<file path="src/design/bilinear_frame_scaler_assert.svh">
// Assertion macros for the bilinear frame scaler.
// Expects clk_i and rst_ni in the module that includes this header.
`ifndef BILINEAR_FRAME_SCALER_ASSERT_SVH
`define BILINEAR_FRAME_SCALER_ASSERT_SVH
`ifndef SYNTHESIS
`define BFS_ASSERT(lbl, prop, msg) \
  lbl: assert property (@(posedge clk_i) disable iff (!rst_ni) prop) else $error(msg);
`define BFS_ASSERT_ALWAYS(lbl, prop, msg) \
  lbl: assert property (@(posedge clk_i) prop) else $error(msg);
`else
`define BFS_ASSERT(lbl, prop, msg)
`define BFS_ASSERT_ALWAYS(lbl, prop, msg)
`endif
`endif

</file>
<file path="src/design/bfs_row_div.sv">
// Pipelined restoring divider for the vertical source position, one bit a stage.
// Carries an opaque tag beside each quotient; no package dependency.
module bfs_row_div #(
  parameter int unsigned NW = 37,
  parameter int unsigned DW = 13,
  parameter int unsigned TW = 8
) (
  input  logic          clk_i,
  input  logic          rst_ni,
  input  logic          en_i,
  input  logic          valid_i,
  input  logic [NW-1:0] num_i,
  input  logic [DW-1:0] div_i,
  input  logic [TW-1:0] tag_i,
  output logic          valid_o,
  output logic [NW-1:0] quot_o,
  output logic [TW-1:0] tag_o
);
  logic [NW-1:0] vld_q;
  logic [DW-1:0] rem_q [NW];
  logic [NW-1:0] wrd_q [NW];
  logic [TW-1:0] tag_q [NW];

  for (genvar i = 0; i < NW; i++) begin : g_stage
    logic          vld_in;
    logic [DW-1:0] rem_in;
    logic [NW-1:0] wrd_in;
    logic [TW-1:0] tag_in;
    logic [DW:0]   trial;
    logic          fits;

    if (i == 0) begin : g_head
      assign vld_in = valid_i;
      assign rem_in = '0;
      assign wrd_in = num_i;
      assign tag_in = tag_i;
    end else begin : g_body
      assign vld_in = vld_q[i-1];
      assign rem_in = rem_q[i-1];
      assign wrd_in = wrd_q[i-1];
      assign tag_in = tag_q[i-1];
    end

    assign trial = {rem_in, wrd_in[NW-1]};
    assign fits  = trial >= {1'b0, div_i};

    always_ff @(posedge clk_i or negedge rst_ni) begin
      if (!rst_ni) begin
        vld_q[i] <= 1'b0;
      end else if (en_i) begin
        vld_q[i] <= vld_in;
      end
    end

    always_ff @(posedge clk_i) begin
      if (en_i) begin
        rem_q[i] <= fits ? DW'(trial - {1'b0, div_i}) : trial[DW-1:0];
        wrd_q[i] <= {wrd_in[NW-2:0], fits};
        tag_q[i] <= tag_in;
      end
    end
  end

  assign valid_o = vld_q[NW-1];
  assign quot_o  = wrd_q[NW-1];
  assign tag_o   = tag_q[NW-1];
endmodule

</file>
<file path="config.mk">
export PLATFORM = sky130hd
export DESIGN_NAME = bfs_row_div
export DESIGN_NICKNAME = d
export VERILOG_FILES = /design/src/design/bilinear_frame_scaler_assert.svh /design/src/design/bfs_row_div.sv
export SDC_FILE = /design/constraint.sdc
export NUM_CORES = 2
export LEC_CHECK = 0
export ABC_CLOCK_PERIOD_IN_PS = 6900
export BUFFER_PORTS_ARGS = -buffer_cell sky130_fd_sc_hd__buf_2
export CORE_MARGIN = 2
export CORE_UTILIZATION = 40
export DETAILED_ROUTE_END_ITERATION = 6
export SLEW_MARGIN = 20
export SYNTH_ARGS = -nofsm -noshare
export SYNTH_HDL_FRONTEND = slang
export SYNTH_SLANG_ARGS = --single-unit
export TNS_END_PERCENT = 20
</file>
<file path="constraint.sdc">
create_clock -name clk_i -period 6.9 [get_ports clk_i]
set_input_delay 0 -clock clk_i [delete_from_list [all_inputs] [get_ports clk_i]]
set_output_delay 0 -clock clk_i [all_outputs]
set_load 0.02 [all_outputs]
</file>
---- Yosys cells after proc, flatten, opt, wreduce, memory -nomap -nowiden ----
Memories as Yosys holds them, arrays and structs flattened.
Cells that the tools add are included.
Widths: inputs -> output; s select.
storage, ports and cells
  input bits .............................. 62
  output and inout bits ................... 46
  RAM bits ................................ 2146
  latch bits .............................. 0
  ROM bits ................................ 0
  logic and storage cells ................. 153
  memories kept ........................... 3
  register bits after elaboration ......... 37
memories
  memory  depth  width  read ports  clocked after memory_dff  wr ports  line               source
  wrd_q   37     37     37          0                         37        bfs_row_div.sv:21  logic [NW-1:0] wrd_q [NW];
  rem_q   37     13     36          0                         37        bfs_row_div.sv:20  logic [DW-1:0] rem_q [NW];
  tag_q   37     8      37          0                         37        bfs_row_div.sv:22  logic [TW-1:0] tag_q [NW];
cells by class
  div/mod/pow operators ................... 0
  shift operators ......................... 0
  $lt $le $gt $ge ......................... 37
  $add $sub $neg .......................... 37
  reductions and logical operators ........ 0
  multipliers ............................. 0
  equal/unequal tests ..................... 0
  bitwise logic cells ..................... 0
  multiplexer cells ....................... 39
operators by type and width
  operator        count
  $ge 14x13->1    36
  $mux 13         37
  $sub 13x13->13  36
  $ge 1x13->1     1
  $sub 1x13->13   1
  $mux 1          2

---- Depth between registers and ports, before layout ----
An unclocked memory read counts as a cell.
  depth after elaboration ................. 3
  mapped depth ............................ 12
  mapped depth without buffers ............ 10

---- Least setup slack after synthesis ----
No wires, ideal clock.
  path type ............................... input port to flip-flop
  start point ............................. input div_i[2]
  end point ............................... memory rem_q[18][5], in the netlist rem_q[2][31], data pin
  setup time .............................. 0.260 ns
  data required time ...................... 6.640 ns
  data arrival time ....................... 2.850 ns
  buffers on the path ..................... 1
  slack ................................... 3.791 ns
  stages on the path ...................... 10
  cell sequence ........................... inv_1 ha_1 nor2b_1 o21ai_1 a21oi_1 a211oi_2 nand3_1 a311oi_2 buf_4 mux2_2
RTL lines
  item             line               source
  start, declared  bfs_row_div.sv:13  input logic [DW-1:0] div_i,
  end, declared    bfs_row_div.sv:20

==> qor.txt <==
Total GRT Usage: 13.3%
Post-synth EDFFs: 2,133
Placed Cells: 8,781
Most frequent cells after synthesis: edfxtp_1, ha_1, mux2_2, a21oi_1, nor2_1
Root Buffer: clkbuf_16
Die X-Extent: 485 µm
1st-pass router iterations: 6
Fin Setup TNS: 0 ns
Cell accounting for the most synthesized area: edfxtp_1
Worst endpoint required time: 7.48 ns
Vias/cell: 5.11
Antenna violations before repair: 1
Core area: 230,000 µm²
Vias in the first global route: 47.7k
Worst Hold Class: primary input to flop
Cell Area, Synth: 92,500 µm²
Row cnt: 176
Latest clock arrival within the worst-skew pair: 0.86 ns
DIE AREA: 235,000 µm²
Synth top area cells: edfxtp_1, ha_1, mux2_2
Worst Skew: 0.0465 ns
Reg2reg start: wrd_q[1][36]$_DFFE_PP_
Setup-failing EPs final: 0
H-tree depth: 4
Flops & latches, synth: 2,170
CP Launch Type: primary input
Syn Inst Count: 5,659
WHS Endpoint: rem_q[0][16]$_DFFE_PP_
M1 GR Usage: 18.2%
Hold Slack: 0.167 ns
Setup WS pre-CTS: 2.71 ns
Vias: 47.6k
WP data arrival: 4.38 ns
Count leader, synth: edfxtp_1
Final std cells w/o fill: 9,317
Post-layout util: 46.1%
Area growth syn-to-layout: 14.6%
Crit Path Category: primary input to flop
Critical path fanouts, max: 14
Share of cells above drive strength 1: 15.2%
Post-CTS Resized: 0
Busiest grt layer: met2
Worst-path cell chain: dlygate4sd3_1 > buf_2 > inv_1 > buf_4 > ha_1 > a21o_1 > a21o_1 > a21o_1 > a31oi_1 > nor2b_1 > a2111oi_4 > mux2_2
Nets@finish: 6,659
Ports: 108
I/O Buffers: 107
Fin. max-slew vios: 0
Gpl congestion: 0.860
HP Start: div_i[3]
CP top delay family: buffers and inverters
Highest-delay cell along the critical path: a2111oi_4
Worst-Margin Slew: 1.08 ns
Unrepaired setup endpoints after global routing: no
FF-to-FF End: rem_q[0][37]$_DFFE_PP_
Fmax: 263 MHz
Setup WS post-layout: 3.10 ns
Sequential area share after synthesis: 70.3%
Pwr Density: 427 nW/µm²
Net Count, Synth: 6,226
WHS Path Cells: 6
Routed Antenna Nets: 0
Critical path's largest stage delay: 0.93 ns
Avg WL per Cell: 17.1 µm
First-pass GRT wire length: 254,000 µm
Met2 Resource Use GR: 21.3%
Predominant post-synthesis flop cell: edfxtp_1
Clock buffer count from CTS: 230
Cell mode on critical path: a21o_1
WP depth: 12
CTS tree: built
Post-synth top area share: 69.3%
Met3 Use GR: 2.41%
Status: finished clean
Clock sink total: 2,170
Residual DRC: 0
Die height: 485 µm
Gr ovfl total: 0
Hpwl dp: 98,500 µm
CTS Buffer Depth: 3
Register area: 65,000 µm²
Initial Utilization: 40.2%
Fin crit share: 55.0%
Final-report hold violation count: 0
Routed WL: 159,000 µm
Worst VDD drop: 260 µV
Ant. Diodes: 0
Syn avg cell area: 16.3 µm²
Starting DRT DRC Count: 3,147
Yosys cell types: 79
P_leak: 38.7 nW
Clock slew at reported path FFs: 0.06 ns
Multi-input logic area: 26,500 µm²
Worst reg2reg setup slack: 3.44 ns
Maxcap violations: 0
Fraction of registers with async set/reset: 1.71%
Buf+Inv Stages, Crit Path: 4
Largest net degree at the start of global routing: 198
Min cycle time layout: 3.80 ns
Slew margin rel.: 27.8%
FF-to-FF path depth: 10
CP endpoint kind: flop
YS warnings: 0
FILL cells: 19.8k
==> power breakdown <==
part           leakage [nW]  total [mW]  internal (mW)  switching, mW
combinational          13.6        13.8           6.77           7.06
sequential             21.3        18.8           17.6           1.13
clock                  3.81        12.7           7.52           5.17
total                  38.7        45.3           31.9           13.3
==> cell families (layout without fill, tap and decap cells) <==
| group | count (synthesis) | count (layout) | synth area share (%) |
|---|---|---|---|
| adders and majority gates | 505 | 505 | 7.12 |
| buffers and inverters | 247 | 879 | 1.13 |
| and+or+nand+nor | 930 | 930 | 5.31 |
| muxes | 481 | 481 | 5.73 |
| xor gates and xnor gates | 298 | 298 | 2.82 |
| AOI/OAI and AO/OA | 1028 | 1028 | 7.64 |
| DFF | 2170 | 2170 | 70.3 |
==> worst max-delay path by stage <==
stage | endpoint | slack [ns] | from
after floorplan | rem_q[2][31]$_DFFE_PP_ | 3.79 | div_i[2]
after global placement | rem_q[2][28]$_DFFE_PP_ | 2.70 | div_i[0]
after detailed placement | rem_q[4][3]$_DFFE_PP_ | 2.71 | div_i[7]
after CTS | rem_q[3][55]$_DFFE_PP_ | 3.12 | div_i[7]
after global routing | rem_q[4][3]$_DFFE_PP_ | 2.88 | div_i[7]
final | rem_q[3][55]$_DFFE_PP_ | 3.10 | div_i[7]
==> cell type report <==
class	count	area share, %
Sequential cell	2170	61.3
Multi-Input combinational cell	3242	25.0
Clock buffer	265	5.59
Tap cell	3026	3.57
Timing Repair Buffer	264	2.04
Clock inverter	166	1.85
Inverter	184	0.652
==> metal layers <==
layer  routed length, µm  part of all wire (%)
met5                   0                     0
met2               73700                    46
met3                6700                   4.2
met4                4680                   2.9
met1               74100                    47
==> cell usage in the layout (no fill, tap or decap), types with 37 or more instances in the layout <==
cell	Yosys	routed
xnor2_1	174	174
dlygate4sd3_1	0	103
clkbuf_16	0	232
dfrtp_1	37	37
a21oi_1	241	241
xor2_1	124	124
nor2b_1	95	95
buf_2	9	105
a211oi_1	42	42
o211ai_1	38	38
nand2b_1	57	57
ha_1	470	470
nand2_1	171	171
clkinv_2	0	44
o21ai_0	180	180
nor2_1	225	225
o21a_1	94	94
edfxtp_1	2133	2133
clkinv_1	0	49
mux2i_1	91	91
inv_1	184	182
buf_4	16	42
a21o_1	144	144
nand4_1	68	68
mux2_2	368	368
nor3_1	102	102
nand3_1	47	47
==> per-stage QoR <==
| stage | cell area, µm² | power [mW] |
|---|---|---|
| finish | 106000 | 45.3 |
| global route | 106000 | 48.1 |
| CTS | 106000 | 45.8 |
| detailed placement | 97000 | 32.7 |
| global placement | 97000 | 32.4 |
| floorplan | 92500 | 29.7 |
==> worst reg2reg max path, stage by stage (launching register included) <==
cell      delay [ns]
edfxtp_1        0.37
inv_1           0.16
ha_1            0.22
fa_1            0.22
nor2b_1         0.05
o21ai_0         0.24
nand2_1         0.13
a221oi_1        0.43
a21oi_1         0.14
nor3_2          0.83
mux2_2          0.43
==> registers in the layout (all words and copies together) (netlist names) <==
| name | count |
|---|---|
| g_stage.vld_in | 36 |
| tag_q | 296 |
| wrd_q | 1369 |
| rem_q | 468 |
| valid_o | 1 |
==> repair_timing <==
action	in CTS	in global routing
setup buffers	0	0
hold buffers	104	0
endpoints found under the hold margin	305	0
(Power assumes the default switching activity.)
