$ cat config.mk
export PLATFORM = sky130hd
export DESIGN_NAME = bfs_step_div
export DESIGN_NICKNAME = d
export VERILOG_FILES = /design/src/design/bilinear_frame_scaler_assert.svh /design/src/design/bfs_step_div.sv
export SDC_FILE = /design/constraint.sdc
export NUM_CORES = 1
export LEC_CHECK = 0
export BUFFER_PORTS_ARGS = -buffer_cell sky130_fd_sc_hd__buf_2
export CORE_UTILIZATION = 25
export CTS_CLUSTER_SIZE = 8
export DETAILED_ROUTE_END_ITERATION = 12
export GPL_TIMING_DRIVEN = 0
export PLACE_DENSITY = 0.42
export SETUP_SLACK_MARGIN = 0.02
export SYNTH_ARGS = -nofsm -noshare
export SYNTH_HDL_FRONTEND = slang
export SYNTH_SLANG_ARGS = --single-unit
$ cat constraint.sdc
create_clock -name clk_i -period 5.45 [get_ports clk_i]
set_input_delay 1.09 -clock clk_i [delete_from_list [all_inputs] [get_ports clk_i]]
set_output_delay 1.09 -clock clk_i [all_outputs]
set_load 0.02 [all_outputs]
$ cat src/design/bilinear_frame_scaler_assert.svh
// Assertion macros for the bilinear frame scaler.
// Expects clk_i and rst_ni in the module that includes this header.
`ifndef BILINEAR_FRAME_SCALER_ASSERT_SVH
`define BILINEAR_FRAME_SCALER_ASSERT_SVH
`ifndef SYNTHESIS
`define BFS_ASSERT(lbl, prop, msg) \
  lbl: assert property (@(posedge clk_i) disable iff (!rst_ni) prop) else $error(msg);
`define BFS_ASSERT_ALWAYS(lbl, prop, msg) \
  lbl: assert property (@(posedge clk_i) prop) else $error(msg);
`else
`define BFS_ASSERT(lbl, prop, msg)
`define BFS_ASSERT_ALWAYS(lbl, prop, msg)
`endif
`endif

$ cat src/design/bfs_step_div.sv
// Iterative divider for the horizontal source step, one quotient bit a cycle.
// No package dependency; widths are passed in by parameter.
module bfs_step_div #(
  parameter int unsigned SW = 26,
  parameter int unsigned DW = 13,
  parameter logic [SW-1:0] NUM = '0,
  parameter logic [SW-1:0] RST_STEP = '0
) (
  input  logic          clk_i,
  input  logic          rst_ni,
  input  logic          start_i,
  input  logic [DW-1:0] div_i,
  output logic          busy_o,
  output logic [SW-1:0] step_o
);
  localparam int unsigned CW = $clog2(SW + 1);

  logic          busy_q, busy_d;
  logic [CW-1:0] cnt_q, cnt_d;
  logic [SW-1:0] step_q, step_d;
  logic [DW-1:0] rem_q, rem_d;
  logic [SW-1:0] wrd_q, wrd_d;
  logic [DW-1:0] div_q, div_d;
  logic [DW:0]   trial;
  logic          fits;

  always_comb begin
    trial  = {rem_q, wrd_q[SW-1]};
    fits   = trial >= {1'b0, div_q};
    busy_d = busy_q;
    cnt_d  = cnt_q;
    step_d = step_q;
    rem_d  = rem_q;
    wrd_d  = wrd_q;
    div_d  = div_q;
    if (start_i) begin
      busy_d = 1'b1;
      cnt_d  = CW'(SW);
      rem_d  = '0;
      wrd_d  = NUM;
      div_d  = div_i;
    end else if (busy_q) begin
      rem_d = fits ? DW'(trial - {1'b0, div_q}) : trial[DW-1:0];
      wrd_d = {wrd_q[SW-2:0], fits};
      cnt_d = CW'(cnt_q - 1'b1);
      if (cnt_q == CW'(1)) begin
        busy_d = 1'b0;
        step_d = {wrd_q[SW-2:0], fits};
      end
    end
  end

  always_ff @(posedge clk_i or negedge rst_ni) begin
    if (!rst_ni) begin
      busy_q <= 1'b0;
      cnt_q  <= '0;
      step_q <= RST_STEP;
    end else begin
      busy_q <= busy_d;
      cnt_q  <= cnt_d;
      step_q <= step_d;
    end
  end

  always_ff @(posedge clk_i) begin
    rem_q <= rem_d;
    wrd_q <= wrd_d;
    div_q <= div_d;
  end

  assign busy_o = busy_q;
  assign step_o = step_q;
endmodule

-- Word-level counts from Yosys, hierarchy flattened
Cells that the tools add are included.
- $add $sub $neg: 2
- order comparisons: 1
- eq/ne operators: 1
- mux-type cells: 6
- bitwise operators: 1
- reductions and logical operators: 2
- operators with widths (cell ; number):
    greater-or-equal comparator 14 x 13 -> 1 bit ; 1
    2-to-1 mux 13 bit ; 1
    subtractor 13 bit ; 1
    2-to-1 mux 5 bit ; 2
    == test 5 x 1 -> 1 bit, second input constant ; 1
    subtractor 5 x 1 -> 5 bit, second input constant ; 1
    2-to-1 mux 1 bit ; 3
    AND reduction 3 bit ; 1
    nonzero test 2 bit ; 1
    inverter 1 bit ; 1
- bits in registers: 84
- input port bits: 16
- output and inout bits: 27
- logic and storage cells: 19

-- Longest topological paths before layout
- word-level depth: 4
- mapped depth: 12
- mapped depth without buffers: 10

-- Worst setup path before layout
OpenSTA, ideal clock, no wires.
- path kind: register -> register
- from: reg wrd_q[25]
- to: reg rem_q[6]
- library setup time: 0.137 ns
- arrival: 2.423 ns
- data required time: 5.313 ns
- path slack: 2.889 ns
- stages on the path, launching flop included: 13
- path buffers: 2
- clock period less this slack: 2.561 ns
- cell sequence: dfxtp_1 > inv_1 > ha_1 > inv_1 > fa_1 > a21o_1 > a221o_1 > a211oi_2 > o21a_1 > buf_6 > buf_12 > mux2i_1 > a211oi_1
- longest elaborated chain between the ends: 2
- elaborated cells between the ends (all ways): 3
- those cells by class: 1 x add/sub; 1 x order compare; 1 x mux
- ends and longest elaborated chain (item ; line ; RTL):
    start, declared ; bfs_step_div.sv:22 ; logic [SW-1:0] wrd_q, wrd_d;
    start signal, assigned ; bfs_step_div.sv:67 ; wrd_q <= wrd_d;
    subtractor 13 bit or greater-or-equal comparator 14 x 13 -> 1 bit (tied branches) ; bfs_step_div.sv:43, bfs_step_div.sv:29 ;
    2-to-1 mux 13 bit * ; bfs_step_div.sv:43 ; rem_d = fits ? DW'(trial - {1'b0, div_q}) : trial[DW-1:0];
    end signal, assigned ; bfs_step_div.sv:66 ; rem_q <= rem_d;
    end, declared ; bfs_step_div.sv:21 ; logic [DW-1:0] rem_q, rem_d;
Mark *: on every way between the ends. The rest lies on a longest branch, timed or not.
A chain may end at the register's enable or synchronous reset.

-- Worst setup path in the final report
Ends and elaborated chain as after synthesis.

==> results.txt <==
- For this run, asynchronously set or reset flops after synthesis account for around two fifths.
- Routed wl met2: 3970 um
- The cell count after synthesis came out at about 350.
* Library cell contributing the largest single delay on the critical path: sky130_fd_sc_hd__fa_1
* Latest clock arrival within the worst-skew pair: 0.35 ns
* Number of buffers added by the clock tree synthesis step: 9
- After detailed routing, no signal wire sits above met4.
* Max-capacitance violation count: 0
- STA classifies the critical path startpoint as a flip-flop.
- Combined area of the multi-input logic cells: between 1500 and 2000 um2
- Remaining max-slew budget at the tightest pin: 50.1%
* Total congestion overflow after global routing: 0
* CTS H-tree lvls: 3
- The detailed router placed 2740 vias in this run.
- Buffers added to address setup during post-CTS repair amount to 0.
- Clock Root Buffer: sky130_fd_sc_hd__clkbuf_16
- In the final routed layout, each cell accounts on average for 14.4 um.
- The commonest cells after synthesis are sky130_fd_sc_hd__nor2_1 (44), sky130_fd_sc_hd__dfxtp_1 (39), sky130_fd_sc_hd__dfrtp_1 (32).
- Final setup viols: 0
* Sequential Area: 1970 um2
- Cell area after placement: 4330 um2
- Before antenna repair, the detailed router went through 4 iterations.
- Count of buffering cells on the critical path with inverters included: 4
* Max-slew violation total from the final report: 0
- Worst voltage drop across the vdd grid: 0.000240 V
- Traced cell by cell, the critical path runs through inv_1 > ha_1 > inv_1 > fa_1 > a21o_1 > a221o_1 > a211oi_2 > o21a_1 > buf_6 > buf_12 > mux2i_1 > a211oi_1.
- Mean area per synthesized cell: 11.1 um2
- Relative to the synthesized area, the layout overhead comes to 19.2%.
* Minimum clock period: 2.83 ns
- Summing every instance area after synthesis gives 3880 um2.
- Number of standard cells in the layout, taps in and fillers out: 597
- For this run, design rule violations remaining after detail routing come to 0.
- Starting utilization of the core area: 25.6%
- Once detailed placement completed, the half-perimeter wirelength came to 5910 um.
* Ratio of cells with drive above 1 in the final layout: 22.0%
* Actual transition at the worst max-transition pin: 0.748 ns
* Met3 Routed Length: 455 um
- The initial antenna violation count is 0.
* WP data arrival: 3.03 ns
- Overall die width: 127 um
- Most frequent cell after synthesis: sky130_fd_sc_hd__nor2_1
- The most used flip-flop cell after synthesis is sky130_fd_sc_hd__dfxtp_1.
- Number of nets in the layout: between 400 and 500
* Dpl cells: 581
- Count of buffers from port buffering: between 40 and 50
- Core Area: 15200 um2
- Period utilization: 52.0%
* Area of the die: 16000 um2
- Between clock sinks in the finished design, the worst skew comes to 0.00654 ns.
* Leading area contributor after synthesis: sky130_fd_sc_hd__dfrtp_1
* Timing-limited maximum frequency: 353 MHz
- Status: complete, no violations
* CTS tree: yes
- Entering global routing, the biggest net connects 33 pins.
- Resized cells post-CTS: 0
* Mapped Nets: 383
* Total I/O pin count: 43
- Counting flops and latches in the post-synthesis netlist gives 84.
* Yosys warns: 0
* Antenna fix cells: 0
* CP most frequent cell: sky130_fd_sc_hd__inv_1
* DIE HEIGHT: 127 um
* Number of placement rows: 45
* Setup repair after global routing missed its margin: no
- After routing, the total negative slack on setup checks comes to 0 ns.
- Counting flops with a built-in enable in the synthesized netlist gives 13.
- On the worst path, the slowest cell contributes a delay of 0.42 ns.
* Number of nets with antenna violations after routing: 0
- The worst register-to-register path has a setup slack of about 2.6 ns.
- Counting the fill cells in the layout gives between 1500 and 2000.
* Final instance area: 4630 um2
- Cell variety after synth: 51
- Synth top area share: 20.6%
* Crit-path leading delay family: compound AO/OA/AOI/OAI gates
- Counting along the longest clock path gives a buffer depth of 2.
- Routability congestion estimate from global placement: 0.775
* Sinks on the clock net: 84
* Sum of routed wire segments on met1: 4040 um
- Classification of the worst-slack hold path: flip-flop to flip-flop
- Wire length after detailed routing: 8580 um
- The hold violation total from the final report is 0.
* Number of design-rule violations left by the first detailed-router iteration: 105
- In this run the worst path has a maximum fanout of 10.
- Wire length of the first global-routing pass: 14200 um
* Routed via count divided by cell count: 4.59
- After synthesis, the cell types taking the most area are sky130_fd_sc_hd__dfrtp_1 (21%), sky130_fd_sc_hd__dfxtp_1 (20%), sky130_fd_sc_hd__edfxtp_1 (10%).
* Global-route usage over all layers: 11.4%
- Required time at the worst-slack endpoint: 5.65 ns
* Power density over cell area: between 400 and 500 nW/um2
- The critical path is of the flip-flop to flip-flop type.
* Leakage Power: 2.29 nW
- In this run, post-CTS hold repair placed 0 buffers.
- STA classifies the critical path endpoint as a flip-flop.
* CTS clk-pin slew, worst paths: 0.06 ns
* Sequential share of the synthesized area: 50.8%
- Vias in the first global route: 2786
## logic make-up (layout without fill, tap and decap cells)
kind of cell,after synthesis,in the layout,share of synthesized area (%)
DFF,84,84,50.8
and+or+nand+nor,79,79,9.50
AOI/OAI and AO/OA,59,59,11.0
muxes,56,56,15.2
buffers and inverters,44,102,5.19
adders and majority gates,16,16,5.35
xor gates and xnor gates,13,13,2.93
## tightest hold or removal path: cells and delay by family (launching register included)
kind | cells | cell delay, ns
DFF | 1 | 0.34
AOI/OAI and AO/OA | 1 | 0.06
and+or+nand+nor | 1 | 0.05
## final cells by class
cell class              instances  area share (%)
flip-flops and latches         84            42.6
multi-input cells             223            37.0
clock buffers                  12            5.78
well taps                     188            5.08
repair buffers                 42            4.54
plain buffers                  20            2.41
inverters                      24            1.95
clock inverters                 4           0.676
## metrics by stage
stage               power [mW]  util [%]  setup WS [ns]  hold WS (ns)
global placement          1.37      28.5           2.36         0.475
floorplan                 1.24         -           2.89         0.463
finish                    1.97      30.5           2.62         0.480
global route              2.09      30.5           2.44         0.518
detailed placement        1.37      28.5           2.34         0.482
CTS                       1.99      30.5           2.59         0.496
## path summary, 6_finish.rpt
| check | start | end | cells after the start |
|---|---|---|---|
| setup / recovery | wrd_q[25] | rem_q[6] | 12 |
| hold / removal | step_o[0] | step_o[0] | 2 |
| setup reg to reg | wrd_q[25] | rem_q[6] | 12 |
| hold reg to reg | step_o[0] | step_o[0] | 2 |
| max in group asynchronous | rst_ni | cnt_q[1] | 1 |
| min in group asynchronous | rst_ni | step_o[5] | 1 |
## cells in the final DEF, fill, tap and decap left out, types with 2 or more instances in the layout
master / instances
sky130_fd_sc_hd__o21ai_0: 8
sky130_fd_sc_hd__inv_1: 24
sky130_fd_sc_hd__mux2_2: 25
sky130_fd_sc_hd__a311o_1: 2
sky130_fd_sc_hd__mux2i_1: 31
sky130_fd_sc_hd__a31oi_1: 3
sky130_fd_sc_hd__a21o_1: 6
sky130_fd_sc_hd__edfxtp_1: 13
sky130_fd_sc_hd__o211ai_1: 5
sky130_fd_sc_hd__clkinv_4: 3
sky130_fd_sc_hd__clkbuf_1: 13
sky130_fd_sc_hd__nor2_1: 44
sky130_fd_sc_hd__nor3b_1: 2
sky130_fd_sc_hd__or4b_1: 2
sky130_fd_sc_hd__dfrtp_1: 32
sky130_fd_sc_hd__ha_1: 15
sky130_fd_sc_hd__nand2b_1: 5
sky130_fd_sc_hd__nor3_1: 8
sky130_fd_sc_hd__nand2_1: 5
sky130_fd_sc_hd__clkbuf_16: 10
sky130_fd_sc_hd__a211oi_1: 11
sky130_fd_sc_hd__buf_6: 2
sky130_fd_sc_hd__buf_2: 46
sky130_fd_sc_hd__xor2_1: 3
sky130_fd_sc_hd__dfxtp_1: 39
sky130_fd_sc_hd__xnor2_1: 10
sky130_fd_sc_hd__nand3_1: 5
sky130_fd_sc_hd__o21a_1: 3
sky130_fd_sc_hd__nor4_1: 2
sky130_fd_sc_hd__a21oi_1: 7
## registers in the layout, indices dropped and copies added, names as in the netlist
signal	count
rem_q	13
div_q	13
cnt_q	5
wrd_q	26
step_o	26
busy_o	1
## metal layers
| metal | track usage [%] | up-vias |
|---|---|---|
| li1 | - | 1352 |
| met1 | 14.2 | 1329 |
| met2 | 18.2 | 49 |
| met3 | 4.34 | 10 |
| met4 | 3.78 | 0 |
| met5 | 0 | - |
## power by group
group	internal (mW)	switching (mW)	total, mW
Clock	0.351	0.259	0.610
Sequential	0.693	0.0435	0.737
Combinational	0.290	0.329	0.619
Total	1.33	0.632	1.97
No activity file was read; power rests on OpenSTA's default activity.
